## config.mk

```make
export PLATFORM = sky130hd
export DESIGN_NAME = erq_ram
export DESIGN_NICKNAME = d
export VERILOG_FILES = /design/src/sv/event_ring_queue_top_assert.svh /design/src/sv/erq_ram.sv
export SDC_FILE = /design/constraint.sdc
export NUM_CORES = 1
export LEC_CHECK = 0
export BUFFER_PORTS_ARGS = -buffer_cell sky130_fd_sc_hd__clkbuf_2
export CAP_MARGIN = 15
export CORE_UTILIZATION = 50
export DETAILED_ROUTE_END_ITERATION = 16
export GPL_TIMING_DRIVEN = 0
export PLACE_DENSITY = 0.72
export SLEW_MARGIN = 5
export SYNTH_ARGS = -nofsm -noshare
export SYNTH_HDL_FRONTEND = slang
export SYNTH_SLANG_ARGS = --single-unit
```

## constraint.sdc

```tcl
create_clock -name clk -period 1.95 [get_ports clk]
set_clock_uncertainty 0.05 [all_clocks]
set_input_delay 0.0975 -clock clk [delete_from_list [all_inputs] [get_ports clk]]
set_output_delay 0.0975 -clock clk [all_outputs]
set_load 0.005 [all_outputs]
```

## src/sv/event_ring_queue_top_assert.svh

```systemverilog
// Assertion macros shared by the event ring queue RTL.
`ifndef EVENT_RING_QUEUE_TOP_ASSERT_SVH
`define EVENT_RING_QUEUE_TOP_ASSERT_SVH

`ifndef SYNTHESIS
// Checks that a condition holds in the same cycle as its trigger.
`define ERQ_ASSERT_NOW(lbl, pre, post, msg) \
    lbl: assert property (@(posedge clk) disable iff (!rst_n) (pre) |-> (post)) \
        else $error(msg);
// Checks that a condition holds in the cycle after its trigger.
`define ERQ_ASSERT_NEXT(lbl, pre, post, msg) \
    lbl: assert property (@(posedge clk) disable iff (!rst_n) (pre) |=> (post)) \
        else $error(msg);
`else
`define ERQ_ASSERT_NOW(lbl, pre, post, msg)
`define ERQ_ASSERT_NEXT(lbl, pre, post, msg)
`endif

`endif

```

## src/sv/erq_ram.sv

```systemverilog
// Generic single-port-write, single-port-read RAM with a registered read.
module erq_ram #(
    parameter int WIDTH = 8,
    parameter int DEPTH = 64
) (
    input  logic                     clk,
    input  logic                     wr_en,
    input  logic [$clog2(DEPTH)-1:0] wr_addr,
    input  logic [WIDTH-1:0]         wr_data,
    input  logic                     rd_en,
    input  logic [$clog2(DEPTH)-1:0] rd_addr,
    output logic [WIDTH-1:0]         rd_data
);

    logic [WIDTH-1:0] mem [DEPTH];

    always_ff @(posedge clk)
    begin
        if (wr_en)
        begin
            mem[wr_addr] <= wr_data;
        end
    end

    always_ff @(posedge clk)
    begin
        if (rd_en)
        begin
            rd_data <= mem[rd_addr];
        end
    end

endmodule

```

==> results of run 1 <==
where the power goes:
group          leakage [nW]  internal (mW)  switching [mW]  total (mW)
registers              4.69           12.4          0.0197        12.4
clock network         0.804           5.72            4.04        9.76
logic                  1.70          0.498           0.825        1.32
stage by stage:
| step | setup TNS (ns) | util, % | hold WS [ns] |
|---|---|---|---|
| finish | -1.30 | 58.1 | -0.00497 |
| global route | -1.49 | 58.1 | 0.00659 |
| CTS | -1.02 | 57.6 | 0.0393 |
| detailed placement | -188.30 | 53.1 | 0.402 |
| global placement | -150.09 | 52.8 | 0.397 |
| floorplan | 0 | - | 0.146 |
state kept, by name (all words and copies together), names as in the netlist:
name	cells
mem	512
rd_data	8
cells in the mapped netlist (2+ instances only):
master / number
buf_6: 4
nor2_1: 83
buf_4: 13
buf_2: 11
a22oi_1: 3
o2bb2ai_1: 3
o2111ai_1: 3
o221a_2: 2
clkbuf_1: 17
nor2b_1: 14
nand4_1: 2
a211oi_1: 4
mux2_2: 13
buf_1: 4
o221ai_1: 8
nor3_1: 7
nand3b_1: 3
a21oi_1: 3
buf_12: 2
nor4_1: 2
o21ai_1: 2
nand2b_1: 7
mux2i_1: 23
o41ai_1: 2
nand3_1: 13
o22ai_1: 8
a2111oi_0: 2
o32ai_1: 2
edfxtp_1: 520
nand2_1: 19
mux4_2: 126
a221oi_1: 6
o21ai_0: 2
o21a_1: 2
cell families after synthesis:
family	Yosys count
AO/OA/AOI/OAI	54
flip-flops	520
multiplexers	162
AND/OR/NAND/NOR	153
buffers and inverters	51
layer usage:
metal / up-vias / routed length, microns / track usage (%)
li1: 4112 / - / -
met1: 5252 / 18400 / 32.1
met2: 556 / 22900 / 37.5
met3: 80 / 4440 / 5.07
met4: 2 / 1230 / 7.52
met5: - / 17 / 0
worst register-to-register path: stages (launching register included):
cell	delay, ns
edfxtp_1	0.38
mux4_2	0.53
nor2b_1	0.17
a2111oi_2	0.59
o41ai_4	0.18
worst min-delay path by stage:
stage,startpoint,endpoint
4_1_cts,rd_addr[5],rd_data[5]
3_5_place_dp,rd_en,rd_data[6]
5_1_grt,wr_data[7],mem[38][7]
2_1_floorplan,wr_data[0],mem[0][0]
3_3_place_gp,rd_en,rd_data[6]
6_report,wr_data[7],mem[38][7]
cell usage in the layout, fill, tap and decap left out, types with 3 or more instances in the layout:
cell type and instances:
clkbuf_2 27, clkbuf_1 16, dlygate4sd3_1 3, o22ai_1 8, clkinv_1 14, a22oi_1 3
nor2b_1 14, nor2_2 19, nand3_1 11, a21oi_1 3, nor2_4 4, o221ai_1 7
nand2b_1 7, nor2_1 60, buf_4 15, nand2_1 19, a211oi_1 4, mux2_2 12
edfxtp_1 520, buf_6 4, a221oi_1 3, clkbuf_16 53, clkinv_2 9, buf_1 4
mux4_2 126, o2bb2ai_2 3, mux2i_1 23, nor3_1 3, o2111ai_1 3, clkinvlp_4 3
bufinv_16 6, nand3b_1 3, buf_12 10, a221oi_2 3, buf_2 10
timing repair:
action / 4_1_cts / 5_1_grt
resized for setup: 39 / 35
pin swaps: 3 / 1
setup endpoints to repair: 35 / 128
endpoints found under the hold margin: 24 / 14
hold buffers: 2 / 1
cell type report:
class                           count  area [sq um]
Clock inverter                     32           300
Sequential cell                   520         15600
Fill cell                        2845         16700
Antenna cell                        1          2.50
Timing Repair Buffer               33           300
Multi-Input combinational cell    369          4590
Clock buffer                       60          1350
Buffer                             51           337
Tap cell                          525           657
==> metrics.txt, run 1 <==
status=complete, but fails checks; failing checks=negative hold slack, negative setup slack; Synth area leaders=edfxtp_1, mux4_2, nor2_1, mux2i_1, mux2_2; Worst IR Drop VDD=just over 1000 uV; First DRT Iteration DRCs=1200; crit path to=rd_data[3]; drt via density=6.29; max_cap viols=0; DP HPWL=slightly below 30000 microns; #FFs+latches synth=520; P_leak=7.19 nW; worst hold margin=-0.00497 ns; DIE WIDTH=203 microns; reg2reg path depth=4; post-route cell area=23200 sq um; area delta synth->final=14.3%; placed inst area=21100 sq um; Post-synth EDFFs=520; IO buf count=22; clock buffer depth=3; synthesized area per cell=21.5 sq um; Hold Crit Depth=1; RSZ-0062 raised after global routing=yes; critical path class=reg2reg; clock transition at the registers of the reported paths=0.06 ns; Critical Path Stages=4; Final min period=between 2 and 2.5 ns; normalized max-slew margin=30.8%; CP startpoint=mem[3][3]; Total Power=23.5 mW; worst hold path class=in2reg; All-Layer GR Usage=between 20% and 30%; CTS tree=yes; final worst path period share=111%; I/O pins=31; R2R setup slack=-0.22 ns; Pwr Density=between 1000 and 1500 nW/um^2; Die Ht=~200 microns; worst skew pair latency=~0.57 ns; Max Fclk=between 400 and 500 MHz; root buf cell=clkbuf_16; Synth Flop Type=edfxtp_1; number of H-tree levels=2; family with the most delay on the worst path=compound AO/OA/AOI/OAI gates; critical-path cell list=mux4_2, nor2b_1, a2111oi_2, o41ai_4; Synth Warn #=0; Pins Over Slew Limit=0; Initial Util=between 50% and 60%; initial antenna violation count=1; crit-path max FO=1; setup repair bufs after CTS=0; nets=1049; DRC viols=0; Layout Cells excl Fill=1591; Synth Area in Simple Gates=3.37%; final hold vios=12; die area=between 40000 and 50000 sq um; ANT nets after route=0; fraction of layout cells with a size suffix above 1=30.6%; Crit path buffers/inverters=0; Synth Area in XOR/XNOR=0%; final worst slack=-0.223 ns; vias in the first global route=10100; R2R Path End=rd_data[3]; worst r2r src=mem[3][3]; CTS Buf Count=51; final setup violation count=8; first-pass GRT wire length=approximately 68000 microns; Synth Cell Area=20200 sq um; Cell variety after synth=39; largest net degree at the start of global routing=65; Req. time, crit path=approximately 2.2 ns; Wirelength per Cell=approximately 29 microns; DP Cell Count=roughly 1500; clock sink total=520; DRT Wirelength=approximately 47000 microns; CP Data Arrival Time=2.40 ns; dpl ws=-1.08 ns; FP Rows=73; drt pass-1 iters=6; grt total ovfl=0; post-synth top area share=~77%; largest stage delay on the critical path=0.59 ns; Synth Instances=940; syn_nets=963; core footprint=39800 sq um; Synth Area in Compound Gates=slightly above 2%; largest family of logic cells by synthesized area=multiplexers; worst-margin pin slew=1.03 ns; register area share after synthesis=between 70% and 80%; Adder-Cell Fraction of Synth Area=0%; DR vias=10000; slowest CP cell=a2111oi_2; post-synthesis mux area share=between 15 and 20%; ys async rst share=0%; crit path launch type=flop; leading area contributor after synthesis=edfxtp_1; Setup crit end kind=flop; RD Place Congestion=0.889
Power figures use the tool's default switching activity.
==> inputs of run 2 (changes only) <==
--- a/config.mk
+++ b/config.mk
@@ -5,12 +5,14 @@
 export SDC_FILE = /design/constraint.sdc
 export NUM_CORES = 1
 export LEC_CHECK = 0
+export ABC_AREA = 0
 export BUFFER_PORTS_ARGS = -buffer_cell sky130_fd_sc_hd__clkbuf_2
 export CAP_MARGIN = 15
-export CORE_UTILIZATION = 50
+export CORE_MARGIN = 8
+export CORE_UTILIZATION = 51
 export DETAILED_ROUTE_END_ITERATION = 16
 export GPL_TIMING_DRIVEN = 0
-export PLACE_DENSITY = 0.72
+export PLACE_DENSITY = 0.73
 export SLEW_MARGIN = 5
 export SYNTH_ARGS = -nofsm -noshare
 export SYNTH_HDL_FRONTEND = slang
==> metrics.txt, run 2 (synthesis results as in run 1) <==
grt total ovfl=0 (unchanged); root buf cell=clkbuf_16 (unchanged); ANT nets after route=0 (unchanged); status=complete, but fails checks (unchanged); DR vias=9896 (was 10000); worst skew pair latency=0.57 ns (about the same); placed inst area=21100 sq um (about the same); most common cell after layout, fill and taps aside=edfxtp_1 (unchanged); failing checks=negative hold slack, negative setup slack (unchanged); clock transition at the registers of the reported paths=0.06 ns (about the same); DP HPWL=29600 microns (was 29800 microns); nets=1049 (unchanged); Crit path buffers/inverters=0 (unchanged); IO buf count=22 (unchanged); FP Rows=73 (unchanged); I/O pins=31 (unchanged); biggest regs=mem x512, rd_data x8 (unchanged); most frequent CP cell=mux4_2; Pwr Density=1010 nW/um^2 (about the same); critical-path cell list=mux4_2, mux4_2, nor2_2, nor3_1, o2bb2ai_2 (was mux4_2, nor2b_1, a2111oi_2, o41ai_4); reg2reg path depth=5 (was 4); final setup violation count=8 (unchanged); vias in the first global route=9981 (was 10100); core footprint=39500 sq um (was 39800 sq um); Final min period=2.14 ns (was 2.17 ns); fraction of layout cells with a size suffix above 1=28.1% (was 30.6%); CTS tree=yes (unchanged); Pins Over Slew Limit=0 (unchanged); most frequent cells in the layout=edfxtp_1, mux4_2, nor2_1, clkbuf_16 (was edfxtp_1, mux4_2, nor2_1, clkbuf_16, clkbuf_2); final worst slack=-0.195 ns (was -0.223 ns); DRC viols=0 (unchanged); number of flip-flops in the largest register=512 (unchanged); normalized max-slew margin=33.6% (was 30.8%); worst r2r src=mem[3][0] (was mem[3][3]); CTS Buf Count=48 (was 51); worst hold path class=in2reg (unchanged); First DRT Iteration DRCs=1308 (was 1200); clock buffer depth=3 (unchanged); crit-path max FO=1 (unchanged); CP startpoint=mem[3][0] (was mem[3][3]); drt pass-1 iters=5 (was 6); critical path class=reg2reg (unchanged); RD Place Congestion=0.928 (was 0.889); crit path launch type=flop (unchanged); Setup crit end kind=flop (unchanged); largest stage delay on the critical path=0.55 ns (was 0.59 ns); slowest CP cell=mux4_2 (was a2111oi_2); P_leak=7.17 nW (was 7.19 nW); final worst path period share=110% (was 111%); drt via density=6.22 (was 6.29); largest net degree at the start of global routing=65 (unchanged); hold path startpoint=wr_data[4] (was wr_data[7]); clock sink total=520 (unchanged); Max Fclk=466 MHz (was 460 MHz); die area=46300 sq um (was 41300 sq um); post-route cell area=23000 sq um (was 23200 sq um); worst-margin pin slew=0.996 ns (was 1.03 ns); number of H-tree levels=2 (unchanged); DRT Wirelength=46900 microns (about the same); max_cap viols=0 (unchanged); initial antenna violation count=2 (was 1); Biggest register=mem (unchanged); family with the most delay on the worst path=multiplexers (was compound AO/OA/AOI/OAI gates); DP Cell Count=1490 (was 1492); final hold vios=17 (was 12); All-Layer GR Usage=20.1% (was 23.3%); Worst IR Drop VDD=576 uV (was 1040 uV); Critical Path Stages=5 (was 4); area delta synth->final=13.8% (was 14.3%); CP Data Arrival Time=2.39 ns (was 2.40 ns); RSZ-0062 raised after global routing=yes (unchanged); Wirelength per Cell=29.5 microns (about the same); first-pass GRT wire length=68500 microns (was 68200 microns); worst hold margin=-0.0140 ns (was -0.00497 ns); Layout Cells excl Fill=1591 (unchanged); area of the multi-input gates=4510 sq um (was 4590 sq um); Seq. cell area=15600 sq um (unchanged); Fillers=2797 (was 2845); DIE WIDTH=215 microns (was 203 microns); Req. time, crit path=2.20 ns (was 2.18 ns); Die Ht=215 microns (was 203 microns); Initial Util=51.3% (was 50.8%); Hold Crit Depth=1 (unchanged)
-- run 2: layer usage --
metal	wire, microns	up-vias	global-route usage (%)	share of wire, %
li1	-	4112	-	-
met1	18900	5142	27.9	40
met2	22500	545	31.5	48
met3	4240	93	4.48	9.0
met4	1280	4	6.70	2.7
met5	27	-	0	0.058
-- run 2: where the power goes --
part	internal, mW	switching [mW]	total (mW)
Sequential	12.4	0.0203	12.4
Combinational	0.503	0.819	1.32
Clock	5.48	3.98	9.46
Total	18.4	4.82	23.2
-- run 2: what timing repair did --
item	4_1_cts	5_1_grt
hold buffers	1	4
setup buffers	0	0
pin swaps	2	1
endpoints found under the hold margin	8	61
endpoints found under the setup margin	8	24
gates resized for setup	31	19
-- run 2: layout make-up --
class / count / area share [%]
clock inverter: 30 / 1.30
buffer: 51 / 1.45
sequential: 520 / 67.8
multi-input combinational: 369 / 19.6
tap: 525 / 2.85
clock buffer: 59 / 5.58
antenna: 1 / 0.0109
timing repair buffer: 36 / 1.42
-- run 2: path summary, 6_finish.rpt --
kind / to / slack [ns]
max: rd_data[0] / -0.19
min: mem[0][4] / -0.01
max reg2reg: rd_data[0] / -0.19
min reg2reg: rd_data[2] / 0.96
-- run 2: metrics by stage --
stage	worst slack (ns)	TNS [ns]	utilization, %	power [mW]
after floorplan	0.0239	0	-	13.3
after global placement	-1.06	-109.09	53.3	13.8
after detailed placement	-1.05	-142.91	53.4	13.9
after CTS	-0.175	-1.24	57.8	23.2
after global routing	-0.223	-1.49	58.4	23.8
final	-0.195	-1.32	58.4	23.2
==> inputs of run 3 (changes only) <==
--- a/config.mk
+++ b/config.mk
@@ -8,11 +8,13 @@
 export ABC_AREA = 0
 export BUFFER_PORTS_ARGS = -buffer_cell sky130_fd_sc_hd__clkbuf_2
 export CAP_MARGIN = 15
+export CELL_PAD_IN_SITES_DETAIL_PLACEMENT = 2
+export CELL_PAD_IN_SITES_GLOBAL_PLACEMENT = 2
 export CORE_MARGIN = 8
-export CORE_UTILIZATION = 51
+export CORE_UTILIZATION = 45
 export DETAILED_ROUTE_END_ITERATION = 16
 export GPL_TIMING_DRIVEN = 0
-export PLACE_DENSITY = 0.73
+export PLACE_DENSITY = 0.79
 export SLEW_MARGIN = 5
 export SYNTH_ARGS = -nofsm -noshare
 export SYNTH_HDL_FRONTEND = slang
==> metrics.txt, run 3 (synthesis results as in run 1) <==
max_cap viols=0 (unchanged); Final min period=2.28 ns (was 2.14 ns); Layout Cells excl Fill=1658 (was 1591); layer with the highest usage=met2 (unchanged); P_leak=7.18 nW (was 7.17 nW); root buf cell=clkbuf_16 (unchanged); critical path class=in2reg (was reg2reg); Comb pwr share=6.1% (was 5.7%); GR Util met3=4.27% (was 4.48%); DP Cell Count=1557 (was 1490); number of flip-flops in the largest register=512 (unchanged); Initial Util=45.7% (was 51.3%); First DRT Iteration DRCs=1580 (was 1308); # diodes=0 (was 1); biggest regs=mem x512, rd_data x8 (unchanged); DIE WIDTH=228 microns (was 215 microns); DRT Wirelength=68100 microns (was 46900 microns); ANT nets after route=0 (unchanged); worst skew pair latency=0.63 ns (was 0.57 ns); final worst slack=-0.327 ns (was -0.195 ns); status=complete, but fails checks (unchanged); failing checks=negative setup slack (was negative hold slack, negative setup slack); clock transition at the registers of the reported paths=0.06 ns (about the same); IO buf count=22 (unchanged); worst-margin pin slew=1.01 ns (was 0.996 ns); core footprint=44300 sq um (was 39500 sq um); die area=52000 sq um (was 46300 sq um); Worst IR Drop VDD=624 uV (was 576 uV); grt total ovfl=0 (unchanged); CTS tree=yes (unchanged); final setup violation count=55 (was 8); drt pass-1 iters=6 (was 5); DR vias=10800 (was 9896); RSZ-0062 raised after global routing=yes (unchanged); most common cell after layout, fill and taps aside=edfxtp_1 (unchanged); first-pass GRT wire length=94100 microns (was 68500 microns); fraction of layout cells with a size suffix above 1=33.8% (was 28.1%); I/O pins=31 (unchanged); DRC viols=0 (unchanged); final hold vios=0 (was 17); FP Rows=77 (was 73); met2 Use GR=41.9% (was 31.5%); RD Place Congestion=0.817 (was 0.928); met1 GRT Util=33.5% (was 27.9%); crit path launch type=input pin (was flop); Pwr Density=1050 nW/um^2 (was 1010 nW/um^2); internal power=18.7 mW (was 18.4 mW); number of H-tree levels=2 (unchanged); area delta synth->final=15.1% (was 13.8%); Biggest register=mem (unchanged); CP Data Arrival Time=2.55 ns (was 2.39 ns); Max Fclk=439 MHz (was 466 MHz); Setup crit end kind=flop (unchanged); Pins Over Slew Limit=0 (unchanged); final worst path period share=117% (was 110%); nets=1048 (was 1049); initial antenna violation count=1 (was 2); normalized max-slew margin=32.5% (was 33.6%); crit-path max FO=10 (was 1); Die Ht=228 microns (was 215 microns); Switching Share=23.3% (was 20.8%); largest net degree at the start of global routing=65 (unchanged); Flop pwr share=51.0% (was 53.5%); DP HPWL=40700 microns (was 29600 microns); worst hold path class=in2reg (unchanged); Switch Pwr=5.68 mW (was 4.82 mW); most frequent cells in the layout=edfxtp_1, mux4_2, clkbuf_16, nor2_2, nor2_1 (was edfxtp_1, mux4_2, nor2_1, clkbuf_16); Req. time, crit path=2.22 ns (was 2.20 ns); vias in the first global route=11600 (was 9981); Wirelength per Cell=41.1 microns (was 29.5 microns); All-Layer GR Usage=25.6% (was 20.1%); drt via density=6.52 (was 6.22); CTS Buf Count=54 (was 48); clock buffer depth=3 (unchanged); clock sink total=520 (unchanged); Final Util=52.6% (was 58.4%); clock network power share=43.0% (was 40.8%)
-- run 3: power by group through the flow --
stage / clock network [mW] / logic (mW) / registers [mW]
floorplan: 0 / 0.660 / 12.7
global placement: 0 / 1.21 / 12.7
detailed placement: 0 / 1.32 / 12.7
CTS: 10.5 / 1.41 / 12.4
global route: 10.8 / 1.51 / 12.4
finish: 10.5 / 1.48 / 12.4
-- run 3: worst max-delay path: stages --
cell	delay, ns
clkbuf_2	0.25
clkbuf_2	0.38
clkbuf_2	0.47
clkbuf_1	0.61
o2111ai_1	0.38
nand2_1	0.21
o2bb2ai_2	0.12
-- run 3: routing by layer --
metal | wire [microns] | part of all wire, % | vias up
li1 | - | - | 4117
met1 | 26800 | 39 | 5853
met2 | 33200 | 49 | 693
met3 | 5320 | 7.8 | 146
met4 | 2870 | 4.2 | 0
met5 | 0 | 0 | -
-- run 3: worst paths after layout --
| kind | end | slack, ns | startpoint | cells after the start |
|---|---|---|---|---|
| max | rd_data[0] | -0.33 | rd_addr[4] | 7 |
| min | mem[49][5] | 0.01 | wr_data[5] | 1 |
| max reg2reg | rd_data[0] | -0.32 | mem[44][0] | 4 |
| min reg2reg | rd_data[2] | 0.93 | mem[22][2] | 4 |
-- run 3: timing repair --
action / CTS / global route
setup buffers: 0 / 1
hold endpoints to repair: 8 / 16
pin swaps: 2 / 4
setup endpoints to repair: 121 / 298
hold buffers: 1 / 1
resized for setup: 63 / 55
-- run 3: layout make-up --
class / count / area, sq um
multi-input cells: 369 / 4680
repair buffers: 29 / 228
clock inverters: 32 / 282
plain buffers: 51 / 355
clock buffers: 65 / 1410
well taps: 592 / 741
flip-flops and latches: 520 / 15600
fillers: 3780 / 21000
-- run 3: per-stage QoR --
| stage | worst slack [ns] | power, mW | hold slack, ns | cell area (sq um) | setup TNS [ns] |
|---|---|---|---|---|---|
| 3_5_place_dp | -1.52 | 14.0 | 0.457 | 21200 | -263.54 |
| 5_1_grt | -0.306 | 24.8 | 0.0484 | 23300 | -4.05 |
| 4_1_cts | -0.283 | 24.3 | 0.0171 | 23100 | -4.37 |
| 3_3_place_gp | -1.38 | 13.9 | 0.444 | 21100 | -182.99 |
| 6_report | -0.327 | 24.4 | 0.00997 | 23300 | -4.74 |
| 2_1_floorplan | 0.0239 | 13.3 | 0.146 | 20200 | 0 |
