File: src/sv/event_ring_queue_top_assert.svh
// Assertion macros shared by the event ring queue RTL.
`ifndef EVENT_RING_QUEUE_TOP_ASSERT_SVH
`define EVENT_RING_QUEUE_TOP_ASSERT_SVH

`ifndef SYNTHESIS
// Checks that a condition holds in the same cycle as its trigger.
`define ERQ_ASSERT_NOW(lbl, pre, post, msg) \
    lbl: assert property (@(posedge clk) disable iff (!rst_n) (pre) |-> (post)) \
        else $error(msg);
// Checks that a condition holds in the cycle after its trigger.
`define ERQ_ASSERT_NEXT(lbl, pre, post, msg) \
    lbl: assert property (@(posedge clk) disable iff (!rst_n) (pre) |=> (post)) \
        else $error(msg);
`else
`define ERQ_ASSERT_NOW(lbl, pre, post, msg)
`define ERQ_ASSERT_NEXT(lbl, pre, post, msg)
`endif

`endif

File: src/sv/erq_pkg.sv
// Types and constants shared by the event ring queue modules.
package erq_pkg;

    localparam int QUEUE_SLOTS_DEF = 64;
    localparam int FILL_W          = 6;
    localparam int CNT_W           = 32;

    typedef enum logic [1:0] {
        ACT_SUBMIT  = 2'd0,
        ACT_POP     = 2'd1,
        ACT_DISCARD = 2'd2,
        ACT_CLEAR   = 2'd3
    } action_t;

    typedef enum logic [1:0] {
        STAT_OK    = 2'd0,
        STAT_FULL  = 2'd1,
        STAT_GATED = 2'd2,
        STAT_EMPTY = 2'd3
    } status_t;

    typedef enum logic {
        FSM_IDLE = 1'b0,
        FSM_READ = 1'b1
    } fsm_t;

    typedef struct packed {
        logic [1:0]  action;
        logic        gate_open;
        logic [7:0]  key_index;
        logic        is_pressed;
        logic [7:0]  strike_velocity;
        logic [31:0] timer_stamp;
        logic        shift_held;
        logic        track_armed;
        logic [7:0]  sensor_mode;
        logic [7:0]  active_track;
        logic [31:0] capture_time_ms;
    } req_word_t;

    typedef struct packed {
        logic [1:0]        status;
        logic [31:0]       out_stamp;
        logic [31:0]       out_serial;
        logic [7:0]        out_key;
        logic [2:0]        out_flags;
        logic [7:0]        out_velocity;
        logic [7:0]        out_mode;
        logic [7:0]        out_track;
        logic [31:0]       out_capture_ms;
        logic [FILL_W-1:0] fill_level;
        logic [CNT_W-1:0]  drops_seen;
    } rsp_word_t;

    // One stored event: capture time, timer tick, serial and the packed fields.
    typedef struct packed {
        logic [31:0]      cap_time;
        logic [31:0]      stamp;
        logic [CNT_W-1:0] serial;
        logic [7:0]       key;
        logic [7:0]       velocity;
        logic [7:0]       mode;
        logic [7:0]       track;
        logic [2:0]       flags;
    } mem_word_t;

    localparam int MEM_W = $bits(mem_word_t);

    // Outcome of one action as worked out by the pointer unit.
    typedef struct packed {
        status_t           status;
        logic              wr_en;
        logic              rd_en;
        logic [FILL_W-1:0] fill;
        logic [CNT_W-1:0]  drops;
        logic [CNT_W-1:0]  serial;
    } ptr_info_t;

endpackage

File: src/sv/erq_ptr.sv
// Ring pointers, serial and drop counters, and the per-action decision.
module erq_ptr import erq_pkg::*; #(
    parameter int QUEUE_SLOTS = QUEUE_SLOTS_DEF
) (
    input  logic                           clk,
    input  logic                           rst_n,
    input  logic                           step,
    input  logic [1:0]                     action,
    input  logic                           gate_open,
    output logic [$clog2(QUEUE_SLOTS)-1:0] wr_addr,
    output logic [$clog2(QUEUE_SLOTS)-1:0] rd_addr,
    output ptr_info_t                      info
);

    localparam int PW = $clog2(QUEUE_SLOTS);
    localparam int DW = PW + 1;
    localparam logic [PW-1:0] PTR_LAST = PW'(QUEUE_SLOTS - 1);

    logic [PW-1:0]           wr_ptr_reg, wr_ptr_next;
    logic [PW-1:0]           rd_ptr_reg, rd_ptr_next;
    logic [CNT_W-1:0]        serial_reg, serial_next;
    logic [CNT_W-1:0]        drop_reg, drop_next;
    logic [PW-1:0]           wr_inc, rd_inc;
    logic [CNT_W-1:0]        serial_new;
    logic [DW-1:0]           depth;
    logic [DW+FILL_W-1:0]    fill_ext;

    assign wr_inc     = (wr_ptr_reg == PTR_LAST) ? '0 : wr_ptr_reg + 1'b1;
    assign rd_inc     = (rd_ptr_reg == PTR_LAST) ? '0 : rd_ptr_reg + 1'b1;
    // The serial number skips zero when it wraps.
    assign serial_new = (serial_reg == '1) ? CNT_W'(1) : serial_reg + 1'b1;

    always_comb
    begin
        wr_ptr_next = wr_ptr_reg;
        rd_ptr_next = rd_ptr_reg;
        serial_next = serial_reg;
        drop_next   = drop_reg;
        info.status = STAT_OK;
        info.wr_en  = 1'b0;
        info.rd_en  = 1'b0;
        unique case (action)
            ACT_SUBMIT:
            begin
                if (!gate_open)
                begin
                    info.status = STAT_GATED;
                end
                else if (wr_inc == rd_ptr_reg)
                begin
                    info.status = STAT_FULL;
                    drop_next   = drop_reg + 1'b1;
                end
                else
                begin
                    info.wr_en  = 1'b1;
                    serial_next = serial_new;
                    wr_ptr_next = wr_inc;
                end
            end
            ACT_POP:
            begin
                if (rd_ptr_reg == wr_ptr_reg)
                begin
                    info.status = STAT_EMPTY;
                end
                else
                begin
                    info.rd_en  = 1'b1;
                    rd_ptr_next = rd_inc;
                end
            end
            ACT_DISCARD:
            begin
                rd_ptr_next = wr_ptr_reg;
            end
            ACT_CLEAR:
            begin
                wr_ptr_next = '0;
                rd_ptr_next = '0;
                serial_next = '0;
                drop_next   = '0;
            end
            default:
            begin
                info.status = STAT_OK;
            end
        endcase

        if (wr_ptr_next >= rd_ptr_next)
        begin
            depth = DW'(wr_ptr_next) - DW'(rd_ptr_next);
        end
        else
        begin
            depth = DW'(wr_ptr_next) + DW'(QUEUE_SLOTS) - DW'(rd_ptr_next);
        end
        // The reported depth keeps only its low bits on deep rings.
        fill_ext    = {FILL_W'(0), depth};
        info.fill   = fill_ext[FILL_W-1:0];
        info.drops  = drop_next;
        info.serial = serial_next;
    end

    always_ff @(posedge clk or negedge rst_n)
    begin
        if (!rst_n)
        begin
            wr_ptr_reg <= '0;
            rd_ptr_reg <= '0;
            serial_reg <= '0;
            drop_reg   <= '0;
        end
        else if (step)
        begin
            wr_ptr_reg <= wr_ptr_next;
            rd_ptr_reg <= rd_ptr_next;
            serial_reg <= serial_next;
            drop_reg   <= drop_next;
        end
    end

    assign wr_addr = wr_ptr_reg;
    assign rd_addr = rd_ptr_reg;

endmodule

File: config.mk
export PLATFORM = sky130hd
export DESIGN_NAME = erq_ptr
export DESIGN_NICKNAME = d
export VERILOG_FILES = /design/src/sv/event_ring_queue_top_assert.svh /design/src/sv/erq_pkg.sv /design/src/sv/erq_ptr.sv
export SDC_FILE = /design/constraint.sdc
export NUM_CORES = 1
export LEC_CHECK = 0
export ABC_AREA = 1
export BUFFER_PORTS_ARGS = -buffer_cell sky130_fd_sc_hd__buf_2
export CAP_MARGIN = 10
export CORE_MARGIN = 2
export CORE_UTILIZATION = 54
export CTS_BUF_LIST = sky130_fd_sc_hd__clkbuf_4 sky130_fd_sc_hd__clkbuf_8
export DETAILED_ROUTE_END_ITERATION = 10
export HOLD_SLACK_MARGIN = 0.08
export PLACE_DENSITY = 0.75
export SETUP_SLACK_MARGIN = 0.5
export SYNTH_ARGS = -nofsm -noshare
export SYNTH_HDL_FRONTEND = slang
export SYNTH_SLANG_ARGS = --single-unit
export TNS_END_PERCENT = 1
File: constraint.sdc
create_clock -name clk -period 4.7 [get_ports clk]
set_input_delay 0.235 -clock clk [delete_from_list [all_inputs] [get_ports clk]]
set_output_delay 0.235 -clock clk [all_outputs]
set_load 0.01 [all_outputs]
==> results of run 1 <==
[what timing repair did]
action / CTS / global route
gates resized for setup: 3 / 13
pin swaps: 2 / 4
hold endpoints to repair: 36 / 0
hold buffers: 1 / 0
gates cloned: 0 / 0
buffers inserted: 2 / 7
endpoints found under the setup margin: 1 / 2
[cell usage after synthesis (3+ instances only)]
library cell	n
sky130_fd_sc_hd__ha_1	12
sky130_fd_sc_hd__or2_2	3
sky130_fd_sc_hd__nor3_1	19
sky130_fd_sc_hd__o21ai_0	48
sky130_fd_sc_hd__nor2_2	10
sky130_fd_sc_hd__and3_1	14
sky130_fd_sc_hd__buf_6	6
sky130_fd_sc_hd__o211ai_1	3
sky130_fd_sc_hd__inv_2	7
sky130_fd_sc_hd__xor2_1	16
sky130_fd_sc_hd__xnor2_1	8
sky130_fd_sc_hd__o21ai_1	33
sky130_fd_sc_hd__nand3_1	95
sky130_fd_sc_hd__nand4_1	36
sky130_fd_sc_hd__clkbuf_1	28
sky130_fd_sc_hd__dfrtp_1	76
sky130_fd_sc_hd__a21oi_1	39
sky130_fd_sc_hd__nand2_1	543
sky130_fd_sc_hd__buf_1	4
sky130_fd_sc_hd__buf_2	12
sky130_fd_sc_hd__inv_1	128
sky130_fd_sc_hd__o21ai_2	9
sky130_fd_sc_hd__nor2_1	85
sky130_fd_sc_hd__nand2_2	7
[final cells by class]
cell class                 instances  area, um^2
clock buffer                      10         138
tap                              176         220
sequential                        76        1900
clock inverter                     6        62.6
inverter                         137         514
timing repair buffer             111         611
multi-input combinational       1003        4720
fill                            1363        5070
[metal layers]
layer	wire, um	track usage [%]	vias to the layer above
met5	0	0	-
li1	-	-	4173
met1	10400	43.3	3787
met4	283	6.69	0
met3	1510	6.79	23
met2	9930	49.9	279
[worst reg2reg max path, stage by stage, from the launching register on]
cell and delay (ns):
sky130_fd_sc_hd__dfrtp_1 0.48, sky130_fd_sc_hd__ha_1 0.27, sky130_fd_sc_hd__nand3_1 0.15, sky130_fd_sc_hd__nor2_1 0.19, sky130_fd_sc_hd__nand2_1 0.15, sky130_fd_sc_hd__inv_1 0.14
sky130_fd_sc_hd__nand2_1 0.19, sky130_fd_sc_hd__nor3_1 0.29, sky130_fd_sc_hd__nand3_1 0.23, sky130_fd_sc_hd__nand3_1 0.14, sky130_fd_sc_hd__nand2_1 0.05, sky130_fd_sc_hd__nand2_1 0.07
sky130_fd_sc_hd__nand2_1 0.07, sky130_fd_sc_hd__nand2_1 0.06, sky130_fd_sc_hd__nand2_1 0.05
[power by group]
| part | switching (mW) | internal [mW] | leakage (nW) |
|---|---|---|---|
| logic | 0.505 | 0.266 | 3.21 |
| registers | 0.0804 | 0.695 | 1.04 |
| clock network | 0.288 | 0.260 | 0.106 |
[worst max path at each step]
stage	from	end	slack, ns	depth (start not counted)
final	rd_addr[5]	info[69]	0.81	20
after global routing	wr_addr[2]	info[69]	0.50	24
after CTS	wr_addr[0]	info[69]	0.51	23
after detailed placement	wr_addr[0]	info[69]	0.74	24
after global placement	wr_addr[0]	info[69]	0.82	24
after floorplan	wr_addr[0]	info[69]	1.25	24
[through the flow]
stage	hold slack [ns]	setup WS, ns
after floorplan	-0.0606	1.25
after global placement	0.222	0.820
after detailed placement	0.229	0.740
after CTS	0.341	0.506
after global routing	0.370	0.499
final	0.323	0.806
[kinds of logic after synthesis]
kind of cell | Yosys count
AND/OR/NAND/NOR | 826
buffers and inverters | 189
AO/OA/AOI/OAI | 140
flip-flops | 76
XOR/XNOR | 24
adder cells (fa/ha/maj) | 13
==> summary by stage, run 1 <==
Run status
The flow ran to the end, and the final reports show no timing, DRC or antenna violations.

Critical path
The worst setup path is launched from a register. The number of buffers and inverters on the critical path is 5. The largest single stage delay on the critical path is 0.48 ns. Walking the worst path, the cells encountered are inv_1 -> nand2_1 -> a21oi_1 -> nand2_1 -> inv_1 -> nand2_1 -> o2111ai_1 -> o21ai_0 -> o21ai_0 -> ha_1 -> a21oi_1 -> o21ai_1 -> a21oi_1 -> inv_1 -> a21oi_2 -> nand3b_1 -> nand4_1 -> nand2_1 -> inv_1 -> buf_2. The worst setup path is captured at an output port. Counting cells, the worst reg-to-reg path comes to 14. Setup slack on the worst reg-to-reg path comes out at 2.07 ns. Along the worst path, the maximum fanout reaches 7.

The end of the worst register-to-register path is serial_reg[1]. The beginning of the worst register-to-register path is serial_reg[0]. Data on the critical path arrives at its endpoint at 3.66 ns.

The cell family contributing the most delay on the critical path is compound AO/OA/AOI/OAI gates. Among all stages on the critical path, the largest delay is contributed by sky130_fd_sc_hd__dfrtp_1. The type of the worst setup path is register to output port. STA puts the critical path data required time at 4.47 ns.

Logic synthesis
Of the total synthesized cell area, the portion taken by XOR and XNOR cells is 2.86%. Summing every instance area after synthesis gives 7350 um^2. Yosys mapped the design onto 44 distinct sky130hd cell types. In this run, synthesis produced a sequential element count of 76.

The synthesized net count is 1,287. The largest family of logic cells by synthesized area is simple AND/OR/NAND/NOR gates. The post-synthesis area per instance is 5.79 um^2.

Yosys printed 0 warnings. The synthesized netlist devotes 10.3% of its cell area to compound gates. Synthesis produced a netlist whose cell count is 1,268. After synthesis, the largest area contributor takes up 27.7% of total cell area. The cell taking the most area after synthesis is sky130_fd_sc_hd__nand2_1. The area share of fa/ha/maj cells after synthesis is 2.32%. The number of enable flip-flop cells after synthesis is 0.

The most used flip-flop cell after synthesis is sky130_fd_sc_hd__dfrtp_1. In the post-synthesis netlist, the biggest area contributors are sky130_fd_sc_hd__nand2_1 28%, sky130_fd_sc_hd__dfrtp_1 26%, sky130_fd_sc_hd__inv_1 6.5%. The mux share of post-synthesis cell area is 0%.

Of all flip-flops after synthesis, the portion carrying an async set or reset was 100%. Of the synthesized area, sequential elements account for 25.9%. The basic-gate share of the synthesized area counting and, or, nand and nor cells is 48.1%.

Routing
The number of design-rule violations left by the first detailed-router iteration is 802. The total number of vias is 8,262. For this run, the detailed router's first-pass iteration total came to 9. The final wirelength is 22,100 um.

The residual antenna-violating net count after detailed routing is 0. The routed wirelength normalized by instance count is 14.6 um. For this run, design rule violations remaining after detail routing come to 0. In the routed layout, each cell is associated on average with a via count of 5.44.

Timing
The measured slew at the worst slew-check pin is 0.826 ns. Setup repair after global routing left no endpoint under its margin. The number of hold violations in the final report is 0.

The worst path uses 82.8% of the clock period. The top achievable clock speed is 257 MHz. The clock period minus worst slack is 3.89 ns.

The final-report max-slew violation count was 0. On the final layout, the worst clock skew is 0.0116 ns. The summed negative setup slack over all endpoints is 0 ns. The worst pin sits at a relative slew slack of 44.6%.

The final-report setup violation count is 0.

Power
The worst-case IR drop observed on VDD is 180 uV. The overall power of the completed layout is 2.09 mW. The leakage power is 4.35 nW.

The power per cell area is 256 nW/um^2.

Final layout
The finished layout holds 1,519 standard cells, fillers aside. The most common cell after layout, fill and taps aside is sky130_fd_sc_hd__nand2_1. Cells with a size suffix above 1 make up 13.3% of the layout. The final standard cell utilization of the core is 61.7%. Leaving out fill and tap cells, the most frequent cells in the layout are 541 x sky130_fd_sc_hd__nand2_1, 127 x sky130_fd_sc_hd__inv_1, 95 x sky130_fd_sc_hd__nand3_1. The count of antenna diodes in the layout is 0. The final standard cell area without fillers is 8170 um^2. The area growth from synthesis to layout is 11.3%.

In the final design database the tool counted 1,357 nets.

Floorplanning
After floorplanning, the core was sized to cover 13,200 um^2. The full die area is 14,600 um^2. The x dimension of the die is 121 um. The initial core utilization is 55.5%. The top-level I/O count is 92. The die extent in y is 121 um. In this run the core area contains 42 standard-cell rows.

Clock tree
The clock tree from TritonCTS is built. The H-tree was split into 3 levels. The longest clock path from root to sink contains 2 buffers. The tree built by TritonCTS fans out to 76 sinks. The worst-skew pair later-pin latency is 0.41 ns. The tree is rooted in a sky130_fd_sc_hd__clkbuf_8. Clock-pin slew was measured on the worst setup and hold paths at 0.09 ns. Buffers inserted during clock tree synthesis total 9.

Global routing
The first global-routing pass estimated 36,400 um of wire. The leftover overflow at the end of global routing is 0. The global router's overall resource usage is 31.2%. The number of antenna violations at the first check in global routing is 0. The largest net degree at the start of global routing is 74. The number of global-route vias before repair is 7,285.

Placement
After legalization and detailed placement, the total HPWL measured 15,700 um. The quantity of I/O buffers inserted on ports is 91. Routability-driven placement finished with a final weighted congestion of 0.999.

Once placement finished, the instance area stood at 7840 um^2. Counting tap cells, the placed design contains a total of 1,493 instances.

Flow run
The number of max-cap violations is 0.

Hold path
The min-delay analysis places its worst path in the category input pin to async pin.
Power figures use the tool's default switching activity.
==> inputs of run 2 (changes only) <==
--- a/config.mk
+++ b/config.mk
@@ -5,7 +5,7 @@
 export SDC_FILE = /design/constraint.sdc
 export NUM_CORES = 1
 export LEC_CHECK = 0
-export ABC_AREA = 1
+export ABC_AREA = 0
 export BUFFER_PORTS_ARGS = -buffer_cell sky130_fd_sc_hd__buf_2
 export CAP_MARGIN = 10
 export CORE_MARGIN = 2
@@ -13,7 +13,7 @@
 export CTS_BUF_LIST = sky130_fd_sc_hd__clkbuf_4 sky130_fd_sc_hd__clkbuf_8
 export DETAILED_ROUTE_END_ITERATION = 10
 export HOLD_SLACK_MARGIN = 0.08
-export PLACE_DENSITY = 0.75
+export PLACE_DENSITY = 0.76
 export SETUP_SLACK_MARGIN = 0.5
 export SYNTH_ARGS = -nofsm -noshare
 export SYNTH_HDL_FRONTEND = slang
==> constraint.sdc (replaced) <==
create_clock -name clk -period 3.95 [get_ports clk]
set_input_delay 0.1975 -clock clk [delete_from_list [all_inputs] [get_ports clk]]
set_output_delay 0.1975 -clock clk [all_outputs]
set_load 0.01 [all_outputs]
==> run 2 against run 1 <==
- the run now ends with setup timing left
- combinational power shrank 29%
- hold slack gained 0.043 ns
- routed wire length shrank 7.3%
- count of clock-buffer cells in the layout grew 1
- final cell count shrank 25%
- critical path type unchanged
- largest power group unchanged
==> summary by stage, run 2 <==
Logic synthesis
The post-synthesis cell type count is 77. The number of nets handed over by synthesis was 880. The cell taking the most area after synthesis is sky130_fd_sc_hd__dfrtp_1. Ranked by instance count, the synthesized netlist is headed by 79 x sky130_fd_sc_hd__nor2_1, 76 x sky130_fd_sc_hd__dfrtp_1, 74 x sky130_fd_sc_hd__nand2_1. The proportion of register bits with asynchronous set or reset after synthesis is 100%. By area the synthesized netlist is led by sky130_fd_sc_hd__dfrtp_1 28%, sky130_fd_sc_hd__o21ai_0 5.2%, sky130_fd_sc_hd__nor2_1 4.4%. The synthesized design contains 76 register bits. Synthesis handed over a netlist of 861 instances.

The synthesized design contains 0 enable-type register cells. The cell with the most instances after synthesis is sky130_fd_sc_hd__nor2_1. After synthesis the cells add up to 6760 um^2.

The prevailing post-synth register cell is sky130_fd_sc_hd__dfrtp_1. The total of warnings raised by yosys is 0. The post-synthesis area per instance is 7.85 um^2. The portion of synthesized cell area occupied by the leading cell type is 28.1%.

The post-synthesis sequential area ratio is 28.1%.

Clock tree
The master cell of the clock root buffer is sky130_fd_sc_hd__clkbuf_8. The number of sinks driven by the clock tree is 76. The number of buffers on the longest clock path is 2.

The worst-skew pair later-pin latency is 0.38 ns. Clock tree synthesis inserted a total of 9 buffers. TritonCTS built the clock tree. The clock tree synthesis step divided the H-tree into 3 levels. After clock tree synthesis, the clock-pin slew on the worst setup and hold paths is 0.08 ns.

Critical path
The number of buffers and inverters on the critical path is 3. The beginning of the worst register-to-register path is wr_addr[0]. Grouping stages by cell kind, the critical path spends the most delay in compound AO/OA/AOI/OAI gates. The worst setup slack for register-to-register paths is 0.89 ns. The count of cells along the worst register-to-register path is 11.

In this run the critical register-to-register path is captured at serial_reg[5]. STA classifies the critical path endpoint as an output port. The signal on the critical path passes through ha_4 -> a21boi_2 -> mux2i_4 -> a2111oi_4 -> o41ai_4 -> buf_4 -> buf_4 -> o21a_1 -> o21ai_0 -> o21ai_0 -> ha_1 -> or2_2 -> o22a_1 -> mux2_4 -> nor4bb_1 -> a311o_1 -> o32a_1 -> buf_2. The critical path in this run is classified as register to output port. The delay of the slowest cell on the worst path is 0.44 ns.

The largest fanout of any net on the critical path is 6. STA classifies the critical path startpoint as a register. Among all stages on the critical path, the largest delay is contributed by sky130_fd_sc_hd__dfrtp_2.

The worst endpoint data arrival time is 4.41 ns. The required time of the critical path is 3.75 ns.

Placement
At the placement stage, the worst setup path has a slack of -0.284 ns. The total placed instance area is 7650 um^2. The placer's final routability congestion estimate is 0.936. Including well taps, the total number of placed cells is 1,112. The quantity of I/O buffers inserted on ports is 91.

The half-perimeter wire length after detailed placement is 14,100 um.

Timing
The worst-case headroom to the max-slew limit is 29.6%. The top achievable clock speed is 217 MHz. The final worst-path cycle share is 117%. The final-report max-slew violation count is 0.

Across all hold checks on the routed design, the worst slack comes to 0.366 ns. Counting I/O delays and the setup requirement, the final critical path takes 4.61 ns. The clock arrives with 0.0144 ns of skew. The measured slew at the worst slew-check pin is 1.06 ns.

Setup repair after global routing could not meet its margin everywhere. Setup violations remaining at the end of the flow were counted as 1. The summed negative setup slack over all endpoints is -0.655 ns.

The final worst slack is -0.655 ns. The number of hold violations in the final report came to 0.

Final layout
The number of nets in the layout is 981. The final standard cell utilization of the core is 67.0%. The ratio of cells with drive above 1 in the final layout is 26.0%. After routing the design area is 8120 um^2. The finished layout holds 1,135 standard cells, fillers aside.

The repair_antennas step left the layout with diodes totalling 0. The top cell types in the final layout, fill and taps aside, are 90 x sky130_fd_sc_hd__buf_2, 77 x sky130_fd_sc_hd__nor2_1, 73 x sky130_fd_sc_hd__nand2_1. The area growth from synthesis to layout is 20.1%.

The most common cell after layout, fill and taps aside is sky130_fd_sc_hd__buf_2.

Floorplanning
The die extent in y is 116 um. The initial core utilization is 55.8%. The core region is 12,100 um^2. The floorplan step set the die width to 116 um. 92 I/O pins were placed. The number of placement rows is 40. The die covers 13,400 um^2.

Hold path
For hold timing, the worst endpoint is rd_addr[2]. The worst hold path was traced through 3 stages. The path class of the tightest hold or removal check is input pin to register. The origin of the worst min-delay path is step.

Run status
The checks that failed: setup timing. The run finished, with violations left.

Global routing
The global router's overall resource usage is 30.4%. The leftover overflow at the end of global routing is 0. The first-pass GRT wire length is 32,400 um. The number of global-route vias before repair is 6,353. Entering global routing, the biggest net connects 77 pins.

The number of antenna violations at the first check in global routing is 0.

Power
For this design the total switching power over the nets is 688 uW. Summed over all cells, the static leakage comes to 3.64 nW. The logic gate share of total power is 27.1%. The internal cell power is 1.33 mW.

For this design the ratio of total power to cell area is 249 nW/um^2. The overall power of the completed layout is 2.02 mW. The worst IR drop on VDD is 170 uV. The fraction of power consumed by sequential logic is 40.3%.

The clock group share of total power is 32.7%. Of the total power, the share spent switching nets is 34.0%.

Routing
Dividing the detail-routed wire length by the instance count gives 18.1 um. The residual antenna-violating net count after detailed routing is 0. After detailed routing, the number of remaining DRC violations is 0.

The detail-routed via count per cell is 6.25. The first detailed-routing pass ran for 5 iterations. The final wirelength is 20,500 um. The total number of vias is 7,090.

The detailed router finished its first iteration with 806 violations.

Flow run
The number of max-cap violations is 0.
run 2: changes by cell type after synthesis, sizes merged, moves of 15 or more:
cell / previous run / this run
a22o: 0 / 20
a21o: 1 / 18
nand2: 551 / 75
mux2i: 0 / 18
clkbuf: 30 / 49
nor2: 98 / 79
o31ai: 1 / 16
and3: 14 / 29
inv: 135 / 26
nand3: 97 / 37
run 2: worst reg2reg max path, delay by kind of cell (launching register included):
| family | cells | cell delay (ns) |
|---|---|---|
| adders and majority gates | 1 | 0.19 |
| AOI/OAI and AO/OA | 4 | 1.13 |
| DFF | 1 | 0.44 |
| muxes | 1 | 0.10 |
| and+or+nand+nor | 2 | 0.64 |
| buffers and inverters | 3 | 0.45 |
run 2: routing by layer:
metal  up-vias  wire [um]  GRT usage, %
met4         0        393          9.92
li1       3373          -             -
met5         -          0             0
met2       309       9140          45.1
met1      3372       9390          45.6
met3        36       1590          4.24
run 2: power groups by stage:
stage,clock [mW],combinational (mW),sequential [mW]
floorplan,0,0.317,0.826
global placement,0,0.499,0.827
detailed placement,0,0.503,0.827
CTS,0.667,0.530,0.813
global route,0.699,0.590,0.817
finish,0.661,0.547,0.814
run 2: logic make-up (layout without fill, tap and decap cells):
logic type / count (synthesis) / after routing / share of synthesized area [%]
xor+xnor: 44 / 44 / 5.70
buf+inv: 106 / 212 / 6.98
simple gates: 342 / 342 / 26.9
compound gates: 259 / 259 / 26.6
mux: 21 / 21 / 3.17
flops: 76 / 76 / 28.1
fa+ha+maj: 13 / 13 / 2.52
run 2: how the worst max path moves through the flow:
| stage | startpoint | endpoint | slack [ns] | cells after the start |
|---|---|---|---|---|
| after global placement | wr_addr[1] | info[69] | -0.21 | 17 |
| final | wr_addr[0] | info[69] | -0.66 | 18 |
| after detailed placement | wr_addr[2] | info[69] | -0.28 | 16 |
| after floorplan | wr_addr[1] | info[69] | -0.16 | 17 |
| after global routing | wr_addr[1] | info[69] | -0.81 | 18 |
| after CTS | wr_addr[1] | info[69] | -0.59 | 18 |
run 2: final cells by class:
class,instances,area (um^2)
timing repair buffer,170,1100
inverter,26,97.6
sequential,76,1910
fill,1025,4000
clock inverter,5,58.8
tap,168,210
clock buffer,11,151
multi-input combinational,679,4590
run 2: what timing repair did:
action / in CTS / in global routing
pin swaps: 9 / 14
hold buffers: 1 / 0
setup endpoints to repair: 27 / 50
gates resized for setup: 24 / 27
hold endpoints to repair: 76 / 0
buffers inserted: 5 / 1
